===== config.mk =====
export PLATFORM = sky130hd
export DESIGN_NAME = tpi_front_flat
export DESIGN_NICKNAME = d
export VERILOG_FILES = /design/src/rtl/tpi_pkg.sv /design/src/rtl/tpi_sym_if.sv /design/src/rtl/tpi_front.sv /design/src/flat_wrapper.sv
export SDC_FILE = /design/constraint.sdc
export NUM_CORES = 1
export LEC_CHECK = 0
export BUFFER_PORTS_ARGS = -buffer_cell sky130_fd_sc_hd__buf_2
export CAP_MARGIN = 30
export CORE_AREA = 5 5 42 44
export DETAILED_ROUTE_END_ITERATION = 6
export DIE_AREA = 0 0 47 49
export PLACE_DENSITY_LB_ADDON = 0.3
export SYNTH_ARGS = -nofsm -noshare
export SYNTH_HDL_FRONTEND = slang
export SYNTH_SLANG_ARGS = --single-unit

===== constraint.sdc =====
create_clock -name vclk -period 0.9
set_clock_uncertainty 0.1 [all_clocks]
set_input_delay 0.045 -clock vclk [all_inputs]
set_output_delay 0.045 -clock vclk [all_outputs]
set_load 0.005 [all_outputs]

===== src/rtl/tpi_pkg.sv =====
package tpi_pkg;

    // Stack and queue sizing
    localparam int STACK_DEPTH = 64;
    localparam int STK_IDX_W   = (STACK_DEPTH > 1) ? $clog2(STACK_DEPTH) : 1;
    localparam int STK_LVL_W   = $clog2(STACK_DEPTH + 1);
    localparam int QUEUE_DEPTH = 4;
    localparam int Q_PTR_W     = $clog2(QUEUE_DEPTH);
    localparam int Q_CNT_W     = $clog2(QUEUE_DEPTH + 1);

    // Configuration register indexes
    localparam int CFG_IDX_W = 2;
    localparam logic [CFG_IDX_W-1:0] CFG_COS_TURN    = 2'd0;
    localparam logic [CFG_IDX_W-1:0] CFG_SIN_TURN    = 2'd1;
    localparam logic [CFG_IDX_W-1:0] CFG_START_DIR_X = 2'd2;
    localparam logic [CFG_IDX_W-1:0] CFG_START_DIR_Y = 2'd3;

    // Reset values
    localparam logic signed [15:0] COS_TURN_RESET    = 16'sd16384;
    localparam logic signed [15:0] SIN_TURN_RESET    = 16'sd0;
    localparam logic signed [15:0] START_DIR_X_RESET = 16'sd16384;
    localparam logic signed [15:0] START_DIR_Y_RESET = 16'sd0;
    localparam logic [15:0]        DEPTH_ONE         = 16'd1;
    localparam logic [15:0]        DEPTH_MAX         = 16'hFFFF;

    // Symbols
    localparam logic [7:0] SYM_F      = 8'h46;
    localparam logic [7:0] SYM_G      = 8'h47;
    localparam logic [7:0] SYM_PUSH   = 8'h5B;
    localparam logic [7:0] SYM_POP    = 8'h5D;
    localparam logic [7:0] SYM_PLUS   = 8'h2B;
    localparam logic [7:0] SYM_MINUS  = 8'h2D;

    // Result status codes
    localparam logic [1:0] ST_VERTEX    = 2'd0;
    localparam logic [1:0] ST_OVERFLOW  = 2'd1;
    localparam logic [1:0] ST_UNDERFLOW = 2'd2;

    typedef enum logic [2:0] {
        OP_NONE,
        OP_DRAW,
        OP_PUSH,
        OP_POP,
        OP_TURN_PLUS,
        OP_TURN_MINUS
    } op_t;

    typedef struct packed {
        op_t  op;
        logic restart;
    } queue_entry_t;

    typedef struct packed {
        logic signed [15:0] cos_turn;
        logic signed [15:0] sin_turn;
        logic signed [15:0] start_dir_x;
        logic signed [15:0] start_dir_y;
    } cfg_t;

    typedef struct packed {
        logic signed [31:0] px;
        logic signed [31:0] py;
        logic signed [15:0] hx;
        logic signed [15:0] hy;
        logic [15:0]        depth;
    } stack_entry_t;

    typedef enum logic [1:0] {
        BK_EXEC,
        BK_VERT2,
        BK_TURN2,
        BK_POP2
    } back_state_t;

endpackage


===== src/rtl/tpi_sym_if.sv =====
interface tpi_sym_if;
    logic       valid;
    logic       ready;
    logic [7:0] symbol;
    logic       restart;

    modport source (output valid, output symbol, output restart, input ready);
    modport sink   (input valid, input symbol, input restart, output ready);
endinterface


===== src/rtl/tpi_front.sv =====
module tpi_front (
    tpi_sym_if.sink               symbols,
    output logic                  push_valid,
    input  logic                  push_ready,
    output tpi_pkg::queue_entry_t push_entry
);
    import tpi_pkg::*;

    op_t op;

    // Classify the symbol
    always_comb
    begin
        unique case (symbols.symbol)
            SYM_F, SYM_G: op = OP_DRAW;
            SYM_PUSH:     op = OP_PUSH;
            SYM_POP:      op = OP_POP;
            SYM_PLUS:     op = OP_TURN_PLUS;
            SYM_MINUS:    op = OP_TURN_MINUS;
            default:      op = OP_NONE;
        endcase
    end

    // Drop beats that neither act nor restart
    assign symbols.ready      = push_ready;
    assign push_valid         = symbols.valid && ((op != OP_NONE) || symbols.restart);
    assign push_entry.op      = op;
    assign push_entry.restart = symbols.restart;

endmodule


===== src/flat_wrapper.sv =====
// flat-port wrapper written by rule: the top's interface ports become plain ports
module tpi_front_flat import tpi_pkg::*;
  (push_valid, push_ready, push_entry, symbols_valid, symbols_symbol, symbols_restart, symbols_ready);
  tpi_sym_if symbols_i ();
  output logic push_valid;
  input  logic push_ready;
  output tpi_pkg::queue_entry_t push_entry;
  input wire logic [$bits(symbols_i.valid)-1:0] symbols_valid;
  input wire logic [$bits(symbols_i.symbol)-1:0] symbols_symbol;
  input wire logic [$bits(symbols_i.restart)-1:0] symbols_restart;
  output wire logic [$bits(symbols_i.ready)-1:0] symbols_ready;
  assign symbols_i.valid = symbols_valid;
  assign symbols_i.symbol = symbols_symbol;
  assign symbols_i.restart = symbols_restart;
  assign symbols_ready = symbols_i.ready;
  tpi_front u_core (.symbols(symbols_i), .push_valid(push_valid), .push_ready(push_ready), .push_entry(push_entry));
endmodule

==> out/results.txt <==
The largest individual stage delay along the critical path comes from the cell or3b_4. The run finished, with violations left. Yosys printed 0 warnings. The initialized floorplan defines 14 standard-cell rows.

The first-iteration detailed-routing DRC count was 1; the power density of the placed cells was 400 nW/µm². Across the run, the number of max-cap violations was 0. In the final layout, the multi-input gates occupy 178 µm². The total of fill cells in the finished design was 167; the pin count of the biggest net entering global routing was 5. The ratio of final minimum period to clock period works out to 1.38. Setup violations remaining at the end of the flow were counted as 4. The count of buffers added on input and output ports is 15.

The proportion of layout cells with a drive suffix above 1 came out at 0.800. The run gives 0 as the flip-flop and latch count. For the number of antenna violations at the first check in global routing, the log shows 0.

The logs give 16 for the post-synthesis instance total and 0.194 mV for the maximum resistive drop on vdd. The post-route worst setup slack came out at -0.341 ns. Setup total negative slack on the finished layout was measured at -1.14 ns.

Each instance of the synthesized netlist takes up on average 8.05 µm². Dividing the detail-routed wire length by the instance count gives 14.1 µm. For the pin with the worst max-slew slack, the measured transition is 0.300 ns. The final routed wirelength across all metal layers was 718 µm. The number of placed instances, taps included, is 48. The area of all sequential standard cells was 0 µm². The horizontal die dimension came out at 47 µm.

Prior to clock tree synthesis, the placed netlist has a worst setup slack of -0.375 ns. The synthesized area is 129 µm². The final non-filler cell total is 51.

Overall power after layout: 149 µW. Relative to the synthesized area, the layout overhead comes to 188%. Routability-driven placement finished with a final weighted congestion of 0.740.

Dividing the detail-routed via count by the number of cells gives 4.14. The worst path in the final design needs a cycle of 1.24 ns, including I/O delays and setup. The first-pass detailed-route iteration total is 2, and the cell leakage power is 0.160 nW.

The initial core utilization is 0.0920. Setup repair after global routing could not meet its margin everywhere. After the last flow step, the layout net total stands at 48. The distinct cell type count of the synthesized netlist came out at 13. In this run the remaining antenna-violating nets after routing total 0. Across all layers, the routed design uses 211 vias.

The path type of the worst setup path is in2out. The sequential cell area fraction in the yosys report is 0. Clock buffers in the final layout number 0. The checks that failed: setup timing. The critical path's largest stage delay came out at 0.40 ns. The fraction of synthesized cell area taken by the top area cell type is 0.136.

During I/O placement, the number of pins put on the boundary was 17. The antenna diode instance count is 0. The worst setup path is captured at a primary output. The logs give 2300 µm² for the area of the die and 0.75 ns for the data required time at the worst endpoint. Arrival time of data at the critical path endpoint: 1.10 ns.

Total routing usage reported by global routing: 0.0604. The critical path goes through buf_8 -> or3b_4 -> a2111oi_4 -> o31a_1 -> buf_2. The worst min-delay path category is in2out.

For this run, the top clock speed supported by timing is 806 MHz. After floorplanning, the core was sized to cover 1400 µm². For this run, design rule violations remaining after detail routing come to 0.

The global-route wire length before repair was 1100 µm; the final hold violation count was 0. The total overflow reported by the global router is 0, and the number of pins exceeding their max-slew limit in the final report is 0. The worst setup path is launched from a primary input. The worst relative slew slack was 0.800.

The post-synthesis cell type with the largest combined area is nor4b_1. The die is 49 µm tall. Sorting the synthesized cells by area gives the leading types as nor4b_1 14%, a2111oi_2 12%, buf_4 12%. Along the worst path, the maximum fanout reaches 4. The number of nets handed over by synthesis was 27. The number of global-route vias before repair is 244.
-- worst max-delay path, delay by kind of cell --
kind,cells,cell delay (ns)
AOI/OAI and AO/OA,2,0.44
buffers and inverters,2,0.21
and+or+nand+nor,1,0.40
-- path summary, 6_finish.rpt --
path,from,to,slack [ns],cells past startpoint
max,symbols_symbol[4],push_valid,-0.34,5
min,symbols_restart,push_entry[0],0.19,2
-- stage by stage --
stage | hold WS (ns) | util | area, µm²
floorplan | 0.0254 | - | 135
global placement | -0.00963 | 0.170 | 238
finish | 0.193 | 0.265 | 372
detailed placement | -0.00963 | 0.170 | 238
CTS | 0.194 | 0.233 | 327
global route | 0.216 | 0.265 | 372
-- report_power, final --
group	switching (mW)	internal, mW	leakage [nW]	total, mW
Clock	0	0	0	0
Combinational	0.0601	0.0886	0.160	0.149
Sequential	0	0	0	0
-- kinds of logic (layout without fill, tap and decap cells) --
kind of cell    Yosys count  count (layout)  share of synthesized area
xor+xnor                  1               1                     0.0680
compound gates            3               3                      0.243
simple gates             10              10                      0.573
buf+inv                   2              21                      0.116
-- cell usage after synthesis, drive strengths merged --
cell type and count:
or4bb 1, or3b 2, a21o 1, nor4 1, nor4b 2, xnor2 1
o31a 1, nor2 1, nand2 2, buf 2, a2111oi 1, nand3b 1
-- layout by cell type (no fill, tap or decap), drive strengths merged, types with 2 or more instances in the layout --
cell type   n
nand2       2
nor4b       2
or3b        2
buf        19
-- what timing repair did --
action                     CTS  global route
hold buffers                 1             0
resized for setup           13             6
setup endpoints to repair    4             4
pin swaps                    6             2
cloned                       0             0
buffers inserted             1             1
hold endpoints to repair     1             0
-- layer usage --
| layer | global-route usage | share of wire | vias to the layer above |
|---|---|---|---|
| met3 | 0.0480 | 0.20 | 0 |
| met5 | 0 | 0 | - |
| met1 | 0.0871 | 0.44 | 93 |
| met2 | 0.0747 | 0.35 | 17 |
| met4 | 0 | 0 | 0 |
| li1 | - | - | 101 |
-- layout make-up --
cell class,count,area share
multi-input cells,14,0.478
repair buffers,21,0.468
well taps,16,0.0539
Note: power is estimated with default switching activity, not from simulation.
