`config.mk`:
```
export PLATFORM = sky130hd
export DESIGN_NAME = tpi_queue
export DESIGN_NICKNAME = d
export VERILOG_FILES = /design/src/rtl/tpi_pkg.sv /design/src/rtl/tpi_queue.sv
export SDC_FILE = /design/constraint.sdc
export NUM_CORES = 1
export LEC_CHECK = 0
export BUFFER_PORTS_ARGS = -buffer_cell sky130_fd_sc_hd__buf_2
export CELL_PAD_IN_SITES_DETAIL_PLACEMENT = 1
export CELL_PAD_IN_SITES_GLOBAL_PLACEMENT = 2
export CORE_UTILIZATION = 30
export DETAILED_ROUTE_END_ITERATION = 16
export GPL_TIMING_DRIVEN = 0
export PLACE_DENSITY_LB_ADDON = 0.1
export SYNTH_ARGS = -nofsm -noshare
export SYNTH_HDL_FRONTEND = slang
export SYNTH_SLANG_ARGS = --single-unit
```
`constraint.sdc`:
```
create_clock -name clk -period 3.7 [get_ports clk]
set_input_delay 0.37 -clock clk [delete_from_list [all_inputs] [get_ports clk]]
set_output_delay 0.37 -clock clk [all_outputs]
set_load 0.02 [all_outputs]
```
`src/rtl/tpi_pkg.sv`:
```
package tpi_pkg;

    // Stack and queue sizing
    localparam int STACK_DEPTH = 64;
    localparam int STK_IDX_W   = (STACK_DEPTH > 1) ? $clog2(STACK_DEPTH) : 1;
    localparam int STK_LVL_W   = $clog2(STACK_DEPTH + 1);
    localparam int QUEUE_DEPTH = 4;
    localparam int Q_PTR_W     = $clog2(QUEUE_DEPTH);
    localparam int Q_CNT_W     = $clog2(QUEUE_DEPTH + 1);

    // Configuration register indexes
    localparam int CFG_IDX_W = 2;
    localparam logic [CFG_IDX_W-1:0] CFG_COS_TURN    = 2'd0;
    localparam logic [CFG_IDX_W-1:0] CFG_SIN_TURN    = 2'd1;
    localparam logic [CFG_IDX_W-1:0] CFG_START_DIR_X = 2'd2;
    localparam logic [CFG_IDX_W-1:0] CFG_START_DIR_Y = 2'd3;

    // Reset values
    localparam logic signed [15:0] COS_TURN_RESET    = 16'sd16384;
    localparam logic signed [15:0] SIN_TURN_RESET    = 16'sd0;
    localparam logic signed [15:0] START_DIR_X_RESET = 16'sd16384;
    localparam logic signed [15:0] START_DIR_Y_RESET = 16'sd0;
    localparam logic [15:0]        DEPTH_ONE         = 16'd1;
    localparam logic [15:0]        DEPTH_MAX         = 16'hFFFF;

    // Symbols
    localparam logic [7:0] SYM_F      = 8'h46;
    localparam logic [7:0] SYM_G      = 8'h47;
    localparam logic [7:0] SYM_PUSH   = 8'h5B;
    localparam logic [7:0] SYM_POP    = 8'h5D;
    localparam logic [7:0] SYM_PLUS   = 8'h2B;
    localparam logic [7:0] SYM_MINUS  = 8'h2D;

    // Result status codes
    localparam logic [1:0] ST_VERTEX    = 2'd0;
    localparam logic [1:0] ST_OVERFLOW  = 2'd1;
    localparam logic [1:0] ST_UNDERFLOW = 2'd2;

    typedef enum logic [2:0] {
        OP_NONE,
        OP_DRAW,
        OP_PUSH,
        OP_POP,
        OP_TURN_PLUS,
        OP_TURN_MINUS
    } op_t;

    typedef struct packed {
        op_t  op;
        logic restart;
    } queue_entry_t;

    typedef struct packed {
        logic signed [15:0] cos_turn;
        logic signed [15:0] sin_turn;
        logic signed [15:0] start_dir_x;
        logic signed [15:0] start_dir_y;
    } cfg_t;

    typedef struct packed {
        logic signed [31:0] px;
        logic signed [31:0] py;
        logic signed [15:0] hx;
        logic signed [15:0] hy;
        logic [15:0]        depth;
    } stack_entry_t;

    typedef enum logic [1:0] {
        BK_EXEC,
        BK_VERT2,
        BK_TURN2,
        BK_POP2
    } back_state_t;

endpackage

```
`src/rtl/tpi_queue.sv`:
```
module tpi_queue (
    input  logic                  clk,
    input  logic                  rst_n,
    input  logic                  in_valid,
    output logic                  in_ready,
    input  tpi_pkg::queue_entry_t in_entry,
    output logic                  out_valid,
    input  logic                  out_ready,
    output tpi_pkg::queue_entry_t out_entry
);
    import tpi_pkg::*;

    queue_entry_t         slots_reg [QUEUE_DEPTH];
    logic [Q_PTR_W-1:0]   head_reg, head_next;
    logic [Q_PTR_W-1:0]   tail_reg, tail_next;
    logic [Q_CNT_W-1:0]   count_reg, count_next;
    logic                 do_push, do_pop;

    assign in_ready  = (count_reg != Q_CNT_W'(QUEUE_DEPTH));
    assign out_valid = (count_reg != '0);
    assign out_entry = slots_reg[head_reg];
    assign do_push   = in_valid && in_ready;
    assign do_pop    = out_valid && out_ready;

    always_comb
    begin
        head_next  = head_reg;
        tail_next  = tail_reg;
        count_next = count_reg;
        if (do_push)
        begin
            tail_next = (tail_reg == Q_PTR_W'(QUEUE_DEPTH - 1)) ? '0 : tail_reg + 1'b1;
        end
        if (do_pop)
        begin
            head_next = (head_reg == Q_PTR_W'(QUEUE_DEPTH - 1)) ? '0 : head_reg + 1'b1;
        end
        if (do_push && !do_pop)
        begin
            count_next = count_reg + 1'b1;
        end
        else if (do_pop && !do_push)
        begin
            count_next = count_reg - 1'b1;
        end
    end

    always_ff @(posedge clk or negedge rst_n)
    begin
        if (!rst_n)
        begin
            head_reg  <= '0;
            tail_reg  <= '0;
            count_reg <= '0;
        end
        else
        begin
            head_reg  <= head_next;
            tail_reg  <= tail_next;
            count_reg <= count_next;
        end
    end

    always_ff @(posedge clk)
    begin
        if (do_push)
        begin
            slots_reg[tail_reg] <= in_entry;
        end
    end

endmodule

```
==> results of run 1 <==
worst reg2reg max path: cells and delay by family (launching register included):
| family | cells | cell delay (ns) |
|---|---|---|
| xor+xnor | 2 | 0.30 |
| fa+ha+maj | 2 | 0.56 |
| buf+inv | 1 | 0.06 |
| flops | 1 | 0.45 |
| simple gates | 3 | 0.64 |
power groups by stage:
stage          clock (W)  sequential, W  combinational [W]
4_1_cts         0.000122       0.000419           0.000385
6_report        0.000116       0.000417           0.000373
2_1_floorplan          0       0.000406           0.000293
3_5_place_dp           0       0.000425           0.000383
3_3_place_gp           0       0.000422           0.000372
5_1_grt         0.000130       0.000427           0.000421
cell families (layout without fill, tap and decap cells):
family,after synthesis,count (layout),synth area share
AO/OA/AOI/OAI,1,1,0.0110
flip-flops,23,23,0.640
buffers and inverters,4,22,0.0159
XOR/XNOR,3,3,0.0256
AND/OR/NAND/NOR,11,11,0.0647
adder cells (fa/ha/maj),7,7,0.0928
multiplexers,9,9,0.150
synthesized netlist by cell type, drive strengths merged:
cell type / instances / area, um2
edfxtp: 16 / 480
dfrtp: 7 / 175
ha: 6 / 75.1
mux2: 5 / 63.8
and2: 4 / 25.0
mux4: 4 / 90.1
nor2: 4 / 15.0
inv: 3 / 11.3
nand2: 2 / 15.0
xor2: 2 / 17.5
a21boi: 1 / 11.3
buf: 1 / 5.00
fa: 1 / 20.0
or3: 1 / 11.3
xnor2: 1 / 8.76
cell usage in the layout, fill, tap and decap left out:
master,synthesis,final
mux2_4,2,2
clkbuf_4,0,3
nand2_1,1,1
or3_4,1,1
clkinv_2,0,1
dfrtp_1,7,7
xor2_1,2,2
fa_1,1,1
nand2_4,1,1
nor2_1,4,4
buf_2,1,14
mux2_2,3,3
a21boi_2,1,1
xnor2_1,1,1
inv_1,3,3
mux4_2,4,4
and2_1,4,4
ha_1,6,6
dlygate4sd3_1,0,1
edfxtp_1,16,16
routing by layer:
metal | track usage | share of wire
met1 | 0.129 | 0.45
met2 | 0.165 | 0.51
met3 | 0.0256 | 0.020
met4 | 0.0584 | 0.022
met5 | 0 | 0
metrics by stage:
| step | hold WS, ns | worst slack (ns) | std cells | total power, W |
|---|---|---|---|---|
| 2_1_floorplan | 0.0744 | 1.71 | 58 | 0.000699 |
| 3_3_place_gp | 0.221 | 1.66 | 115 | 0.000794 |
| 3_5_place_dp | 0.225 | 1.62 | 115 | 0.000807 |
| 4_1_cts | 0.252 | 1.59 | 120 | 0.000926 |
| 5_1_grt | 0.247 | 1.48 | 120 | 0.000978 |
| 6_report | 0.264 | 1.61 | 120 | 0.000905 |
layout make-up:
class | count | share of cell area
Multi-Input combinational cell | 31 | 0.298
Inverter | 3 | 0.00952
Clock inverter | 1 | 0.00423
Sequential cell | 23 | 0.554
Buffer | 1 | 0.00423
Clock buffer | 3 | 0.0190
Timing Repair Buffer | 14 | 0.0635
Tap cell | 44 | 0.0466
final timing paths:
check | from | to | cells after the start
max | count_reg[2] | count_reg[2] | 8
min | in_entry[2] | slots_reg[3][2] | 1
max reg2reg | count_reg[2] | count_reg[2] | 8
min reg2reg | count_reg[2] | count_reg[2] | 1
max in group asynchronous | rst_n | head_reg[0] | 2
min in group asynchronous | rst_n | tail_reg[0] | 2
==> qor.txt, run 1 <==
========================================================================================
Fill count                                                                           347
Average size of a mapped cell                                                   17.7 um2
Layout overhead on the synthesized area                                            15.4%
Pwr Density                                                                   766 nW/um2
Count of routing violations after the opening detailed-route iteration                20
Final antenna diode count                                                              0
I/O pin cnt                                                                           14
Number of synthesized register bits                                                   23
Classification of the worst setup path                                           reg2reg
Max-Slew Margin vs Limit                                                           0.800
Number of buffers created by CTS                                                       3
Clock tree skew after final layout                                            0.00274 ns
Final WL                                                                         1.61 mm
RePlAce Congestion                                                                 0.616
Crit path launch type                                                          flip-flop
Outcome                                                                     finished, final reports clean
Overflow left after global routing                                                     0
Number of setup violations in the final report                                         0
Max-slew violation count                                                               0
Arrival time at the worst endpoint                                               2.34 ns
Critical-path cell with the highest stage delay                                  dfrtp_1
Standby leakage power                                                           0.468 nW
Cells resized by post-CTS repair                                                       0
First-pass GRT wire length                                                       2.48 mm
Max-Cap Viols                                                                          0
Multi-input logic area                                                           353 um2
Switching part of the total                                                        0.355
Time the worst path needs with I/O delays and setup                              2.09 ns
Final design utilization                                                           0.375
Y dimension of the die                                                           60.4 um
Worst slew pin tran                                                             0.298 ns
Horizontal die dimension                                                         60.4 um
Area post-placement                                                             1140 um2
Root buffer cell                                                                clkbuf_4
Fraction of layout cells with a size suffix above 1                                0.395
Antenna violations before repair                                                       0
Post-route DRC                                                                         0
Total buffers and inverters traversed by the critical path                             1
Clk pin slew, worst setup/hold paths                                             0.13 ns
Floorplan core area                                                             3150 um2
Placed wire-length estimate after detailed placement                             1.24 mm
Peak Freq                                                                        478 MHz
Die Area                                                                        3650 um2
Critical path data required time                                                 3.95 ns
Sequential power share                                                             0.460
Number of core rows                                                                   20
Mean routed wirelength per cell                                                  13.5 um
Worst skew pair latency                                                          0.31 ns
Proportion of power drawn by the clock network                                     0.128
1st-pass router iterations                                                             3
Crit path capture type                                                         flip-flop
Worst voltage drop across the vdd grid                                        0.000217 V
Largest net degree at the start of global routing                                     14
Routed via count divided by cell count                                              4.36
Layout Nets                                                                           92
Sequence of cells on the critical path                                      or3_4 -> nand2_4 -> ha_1 -> inv_1 -> fa_1 -> xor2_1 -> nor2_1 -> xor2_1
Cells after synthesis                                                                 58
Vias in the first global route                                                       510
Via count of the routed design                                                       523
Psw                                                                           0.000321 W
Number of clock sinks seen by CTS                                                     23
Biggest fanout along the worst timing path                                             4
Reg2reg setup slack                                                              1.61 ns
H-tree depth                                                                           1
Initial Util                                                                       0.325
Overall global routing resource usage                                              0.104
Highest cell delay on the worst timing path                                      0.45 ns
Warning count from the yosys run                                                       0
Cell seen most often among critical-path stages                                   xor2_1
Sequential-to-total area share from yosys stat                                     0.640
Combinational fraction of design power                                             0.412
Number of antenna-violating nets in the routed design                                  0
Post-synthesis instance area                                                    1020 um2
Portion of the clock cycle consumed by the worst path in the final layout          0.565
Setup TNS after final layout                                                        0 ns
Final number of hold-violating endpoints                                               0
Unique cell type count in the Yosys netlist                                           17
Clock tree from TritonCTS                                                          built
Kind of cell adding the most delay to the critical path                     simple AND/OR/NAND/NOR gates
Max Root-Sink Buffers                                                                  2
Summed area of non-filler cells in the final layout                             1180 um2
Max FFs per register                                                                  16
Number of buffers inserted by port buffering                                          13
# hold bufs at CTS                                                                     1
Number of nets produced by synthesis                                                  73
Unrepaired setup endpoints after global routing                                    false
Area taken by flip-flops and latches                                             656 um2
Number of post-CTS setup repair buffers                                                0
Cell-internal power                                                           0.000584 W
Worst min-delay path class                                                        in2reg
========================================================================================
Note: power is estimated with default switching activity, not from simulation.
==> inputs of run 2 (changes only) <==
==> constraint.sdc (replaced) <==
create_clock -name clk -period 1.9 [get_ports clk]
set_input_delay 0.19 -clock clk [delete_from_list [all_inputs] [get_ports clk]]
set_output_delay 0.19 -clock clk [all_outputs]
set_load 0.02 [all_outputs]
==> qor.txt, run 2 (same netlist as run 1, synthesis figures left out) <==
========================================================================================
Peak Freq                                                                        536 MHz   +12%
Horizontal die dimension                                                         60.4 um   unchanged
Clk pin slew, worst setup/hold paths                                             0.13 ns   about the same
Combinational fraction of design power                                             0.466   +0.054
Mean routed wirelength per cell                                                  13.0 um   -3.3%
Number of buffers created by CTS                                                       3   unchanged
Commonest cells after routing, fill and taps aside                          edfxtp_1 (16), buf_2 (14), buf_4 (7), ha_1 (5), dfrtp_1 (5)
Fraction of layout cells with a size suffix above 1                                0.518   +0.123
Number of core rows                                                                   20   unchanged
Max Root-Sink Buffers                                                                  2   unchanged
Floorplan core area                                                             3150 um2   unchanged
I/O pin cnt                                                                           14   unchanged
Classification of the worst setup path                                           reg2reg
Number of clock sinks seen by CTS                                                     23   unchanged
Via count of the routed design                                                       534   +2.1%
Portion of the clock cycle consumed by the worst path in the final layout          0.982   +0.417
Biggest fanout along the worst timing path                                             2   -2
Setup TNS after final layout                                                        0 ns   unchanged
Crit path capture type                                                         flip-flop
Fill count                                                                           355   +2.3%
Post-route DRC                                                                         0   unchanged
Standby leakage power                                                           0.504 nW   +7.6%
Pwr Density                                                                  1500 nW/um2   +96%
Worst skew pair latency                                                          0.31 ns   about the same
Worst min-delay path class                                                        in2reg
Cell seen most often among critical-path stages                                   xor2_1
Vias in the first global route                                                       584   +15%
Crit path launch type                                                          flip-flop
Highest cell delay on the worst timing path                                      0.43 ns   -0.02 ns
Max-Cap Viols                                                                          0   unchanged
Number of buffers inserted by port buffering                                          13   unchanged
Worst setup path startpoint                                                 count_reg[2]
Max-Slew Margin vs Limit                                                           0.831   +0.0312
Sequence of cells on the critical path                                      or3_4 -> nand2_4 -> ha_4 -> inv_2 -> fa_2 -> xor2_1 -> nor2_1 -> xor2_1
Worst voltage drop across the vdd grid                                        0.000534 V   +150%
Worst Setup Slack, final                                                       0.0337 ns   -1.58 ns
Time the worst path needs with I/O delays and setup                              1.87 ns   -0.224 ns
Unrepaired setup endpoints after global routing                                     true
Layout overhead on the synthesized area                                            23.2%
Overflow left after global routing                                                     0   unchanged
Final number of hold-violating endpoints                                               0   unchanged
Final design utilization                                                           0.400   +0.0254
Number of setup violations in the final report                                         0   unchanged
RePlAce Congestion                                                                 0.617   +0.19%
Switching part of the total                                                        0.344   -0.0112
Number of antenna-violating nets in the routed design                                  0   unchanged
Most frequent standard cell in the layout excluding fill and tap cells          edfxtp_1
Proportion of power drawn by the clock network                                     0.118   -0.010
Max FFs per register                                                                  16   unchanged
H-tree depth                                                                           1   unchanged
Arrival time at the worst endpoint                                               2.11 ns   -0.23 ns
Layout Nets                                                                           99   +7.6%
Final WL                                                                         1.65 mm   +2.4%
Worst slew pin tran                                                             0.252 ns   -0.0457 ns
Final antenna diode count                                                              0   unchanged
Start point of the worst hold path                                           in_entry[2]
1st-pass router iterations                                                             3   unchanged
Critical path data required time                                                 2.14 ns   -1.81 ns
Setup slack after placement                                                   -0.0650 ns   -1.69 ns
Clock tree from TritonCTS                                                          built
Psw                                                                           0.000650 W   +100%
Max-slew violation count                                                               0   unchanged
Outcome                                                                     finished, final reports clean
Overall global routing resource usage                                              0.109   +0.00528
Sequential power share                                                             0.416   -0.044
Y dimension of the die                                                           60.4 um   unchanged
Die Area                                                                        3650 um2   unchanged
Antenna violations before repair                                                       0   unchanged
Initial Util                                                                       0.325   unchanged
Routed via count divided by cell count                                              4.20   -3.5%
Largest net degree at the start of global routing                                     14   unchanged
Cell-internal power                                                            0.00124 W   +110%
Clock tree skew after final layout                                            0.00988 ns   +0.00714 ns
Startpoint of the lowest-slack register-to-register path                    count_reg[2]
Root buffer cell                                                                clkbuf_4
First-pass GRT wire length                                                       2.70 mm   +9.2%
Critical-path cell with the highest stage delay                                  dfrtp_2
Count of routing violations after the opening detailed-route iteration                 5   -75%
========================================================================================
## run 2: cell types whose count changed in the layout (fill, tap and decap cells not counted), sizes merged
cell,previous run,this run
buf,14,21
## run 2: final timing paths
kind                                   end  slack, ns  cells past startpoint
max in group asynchronous     count_reg[0]       1.49                      2
setup / recovery              count_reg[2]       0.03                      8
hold / removal             slots_reg[3][2]       0.09                      1
hold reg to reg                tail_reg[1]       0.60                      1
setup reg to reg              count_reg[2]       0.03                      8
min in group asynchronous      head_reg[0]       0.23                      2
## run 2: routing by layer
layer / wire [um] / GRT usage / up-vias
li1: - / - / 259
met1: 782 / 0.141 / 266
met2: 819 / 0.170 / 7
met3: 35 / 0.0256 / 2
met4: 14 / 0.0584 / 0
met5: 0 / 0 / -
## run 2: final cells by class
| class | instances | area, um2 | area share |
|---|---|---|---|
| sequential | 23 | 658 | 0.521 |
| multi-input combinational | 31 | 378 | 0.299 |
| timing repair buffer | 21 | 128 | 0.101 |
| tap | 44 | 55.1 | 0.0436 |
| clock buffer | 3 | 22.5 | 0.0178 |
| inverter | 3 | 11.3 | 0.00892 |
| clock inverter | 1 | 5.00 | 0.00396 |
| buffer | 1 | 5.00 | 0.00396 |
## run 2: power groups by stage
stage	sequential [W]	combinational (W)	clock, W
finish	0.000787	0.000881	0.000223
global route	0.000807	0.000988	0.000257
CTS	0.000791	0.000895	0.000238
detailed placement	0.000829	0.000748	0
global placement	0.000827	0.000744	0
floorplan	0.000792	0.000587	0
## run 2: repair_timing
item | in CTS | in global routing
hold endpoints to repair | 7 | 0
setup buffers | 7 | 0
hold buffers | 1 | 0
pin swaps | 5 | 4
resized for setup | 3 | 2
endpoints found under the setup margin | 2 | 2
## run 2: per-stage QoR
| stage | power [W] | std cells | instance area (um2) | hold WS [ns] |
|---|---|---|---|---|
| 2_1_floorplan | 0.00138 | 58 | 1040 | -0.106 |
| 3_3_place_gp | 0.00157 | 115 | 1160 | 0.0415 |
| 3_5_place_dp | 0.00158 | 115 | 1160 | 0.0432 |
| 4_1_cts | 0.00192 | 127 | 1260 | 0.0816 |
| 5_1_grt | 0.00205 | 127 | 1260 | 0.0761 |
| 6_report | 0.00189 | 127 | 1260 | 0.0909 |
## run 2: critical path, delay by kind of cell, from the launching register on
family	cells	cell delay, ns
xor+xnor	2	0.28
fa+ha+maj	2	0.45
simple gates	3	0.59
buf+inv	1	0.03
flops	1	0.43
==> inputs of run 3 (changes only) <==
==> constraint.sdc (replaced) <==
create_clock -name clk -period 2.2 [get_ports clk]
set_input_delay 0.22 -clock clk [delete_from_list [all_inputs] [get_ports clk]]
set_output_delay 0.22 -clock clk [all_outputs]
set_load 0.02 [all_outputs]
==> qor.txt, run 3 (same netlist as run 1, synthesis figures left out) <==
========================================================================================
Final number of hold-violating endpoints                                               0   unchanged
Horizontal die dimension                                                         60.4 um   unchanged
Vias in the first global route                                                       510   -13%
Setup TNS after final layout                                                        0 ns   unchanged
Clk pin slew, worst setup/hold paths                                             0.13 ns   about the same
Antenna violations before repair                                                       0   unchanged
Unrepaired setup endpoints after global routing                                    false
Die Area                                                                        3650 um2   unchanged
Number of buffers inserted by port buffering                                          13   unchanged
Portion of the clock cycle consumed by the worst path in the final layout          0.928   -0.0544
Max FFs per register                                                                  16   unchanged
Clock tree from TritonCTS                                                          built
Y dimension of the die                                                           60.4 um   unchanged
1st-pass router iterations                                                             2   -1
Number of buffers created by CTS                                                       3   unchanged
Sequential power share                                                             0.455   +0.039
Fraction of layout cells with a size suffix above 1                                0.455   -0.0635
Commonest cells after routing, fill and taps aside                          edfxtp_1 (16), buf_2 (14), ha_1 (5), dfrtp_1 (5)
Worst voltage drop across the vdd grid                                        0.000376 V   -30%
Psw                                                                           0.000547 W   -16%
Largest net degree at the start of global routing                                     14   unchanged
Worst slew pin tran                                                             0.305 ns   +0.0524 ns
Critical path data required time                                                 2.45 ns   +0.31 ns
Switching part of the total                                                        0.353   +0.00923
Layout Nets                                                                           93   -6.1%
Crit path launch type                                                          flip-flop
Mean routed wirelength per cell                                                  13.5 um   +3.9%
Post-route DRC                                                                         0   unchanged
Via count of the routed design                                                       528   -1.1%
Overflow left after global routing                                                     0   unchanged
Time the worst path needs with I/O delays and setup                              2.04 ns   +0.175 ns
H-tree depth                                                                           1   unchanged
Biggest fanout along the worst timing path                                             4   +2
Combinational fraction of design power                                             0.418   -0.048
Routed via count divided by cell count                                              4.36   +3.8%
RePlAce Congestion                                                                 0.616   -0.19%
Max Root-Sink Buffers                                                                  2   unchanged
Outcome                                                                     finished, final reports clean
Crit path capture type                                                         flip-flop
DP Cell Count                                                                        115   unchanged
Max-slew violation count                                                               0   unchanged
Number of setup violations in the final report                                         0   unchanged
Count of routing violations after the opening detailed-route iteration                19   +14
Number of antenna-violating nets in the routed design                                  0   unchanged
Worst min-delay path class                                                        in2reg
Placed wire-length estimate after detailed placement                             1.24 mm
Worst skew pair latency                                                          0.31 ns   about the same
Initial Util                                                                       0.325   unchanged
Floorplan core area                                                             3150 um2   unchanged
Number of standard cells in the final layout excluding fillers                       121   -4.7%
Overall global routing resource usage                                              0.104   -0.00528
Cell-internal power                                                            0.00100 W   -19%
Classification of the worst setup path                                           reg2reg
Pwr Density                                                                  1290 nW/um2   -14%
Number of core rows                                                                   20   unchanged
Final design utilization                                                           0.380   -0.0206
Proportion of power drawn by the clock network                                     0.126   +0.008
I/O pin cnt                                                                           14   unchanged
First-pass GRT wire length                                                       2.48 mm   -8.4%
Arrival time at the worst endpoint                                               2.29 ns   +0.18 ns
Number of clock sinks seen by CTS                                                     23   unchanged
Most frequent standard cell in the layout excluding fill and tap cells          edfxtp_1
Final WL                                                                         1.64 mm   -0.97%
Peak Freq                                                                        490 MHz   -8.6%
Standby leakage power                                                           0.469 nW   -6.8%
Max-Cap Viols                                                                          0   unchanged
Final antenna diode count                                                              0   unchanged
Root buffer cell                                                                clkbuf_4
Clock tree skew after final layout                                            0.00355 ns   -0.00634 ns
Layout overhead on the synthesized area                                            16.8%
Max-Slew Margin vs Limit                                                           0.796   -0.0357
========================================================================================
run 3: per-layer routing:
layer / global-route usage / vias up / wire [um]
met1: 0.129 / 270 / 729
li1: - / 246 / -
met4: 0.0584 / 0 / 36
met2: 0.165 / 8 / 838
met3: 0.0256 / 4 / 32
met5: 0 / - / 0
run 3: path summary, 6_finish.rpt:
path	slack [ns]	depth (start not counted)	start	to
max	0.16	8	count_reg[2]	count_reg[2]
min in group asynchronous	0.25	2	rst_n	tail_reg[0]
max in group asynchronous	1.77	2	rst_n	count_reg[0]
max reg2reg	0.16	8	count_reg[2]	count_reg[2]
min reg2reg	0.53	1	count_reg[0]	count_reg[0]
min	0.11	1	in_entry[2]	slots_reg[3][2]
run 3: critical path, stage by stage, from the launching register on:
cell and delay, ns:
dfrtp_2 0.46, or3_4 0.41, nand2_4 0.10, ha_2 0.18, inv_1 0.06, fa_2 0.34
xor2_1 0.15, nor2_1 0.13, xor2_1 0.14
run 3: what timing repair did:
action,4_1_cts,5_1_grt
buffers inserted,0,1
hold buffers,1,0
setup endpoints to repair,0,1
endpoints found under the hold margin,7,0
resized for setup,0,4
run 3: area by class of cell:
type	instances	area, um2
fillers	345	1960
flip-flops and latches	23	658
multi-input cells	31	358
repair buffers	15	82.6
well taps	44	55.1
clock buffers	3	22.5
inverters	3	11.3
clock inverters	1	5.00
plain buffers	1	5.00
run 3: power groups by stage:
stage,clock network (W),logic (W),registers [W]
after global routing,0.000219,0.000732,0.000723
after global placement,0,0.000625,0.000710
final,0.000196,0.000648,0.000706
after CTS,0.000206,0.000647,0.000704
after floorplan,0,0.000493,0.000682
after detailed placement,0,0.000644,0.000714
run 3: metrics by stage:
stage | total power (W) | hold WS (ns) | worst slack, ns | instance area [um2]
detailed placement | 0.00136 | 0.0750 | 0.123 | 1140
CTS | 0.00156 | 0.102 | 0.0925 | 1180
global placement | 0.00134 | 0.0705 | 0.161 | 1140
global route | 0.00167 | 0.0974 | 0.0299 | 1200
floorplan | 0.00118 | -0.0756 | 0.210 | 1020
finish | 0.00155 | 0.113 | 0.159 | 1200
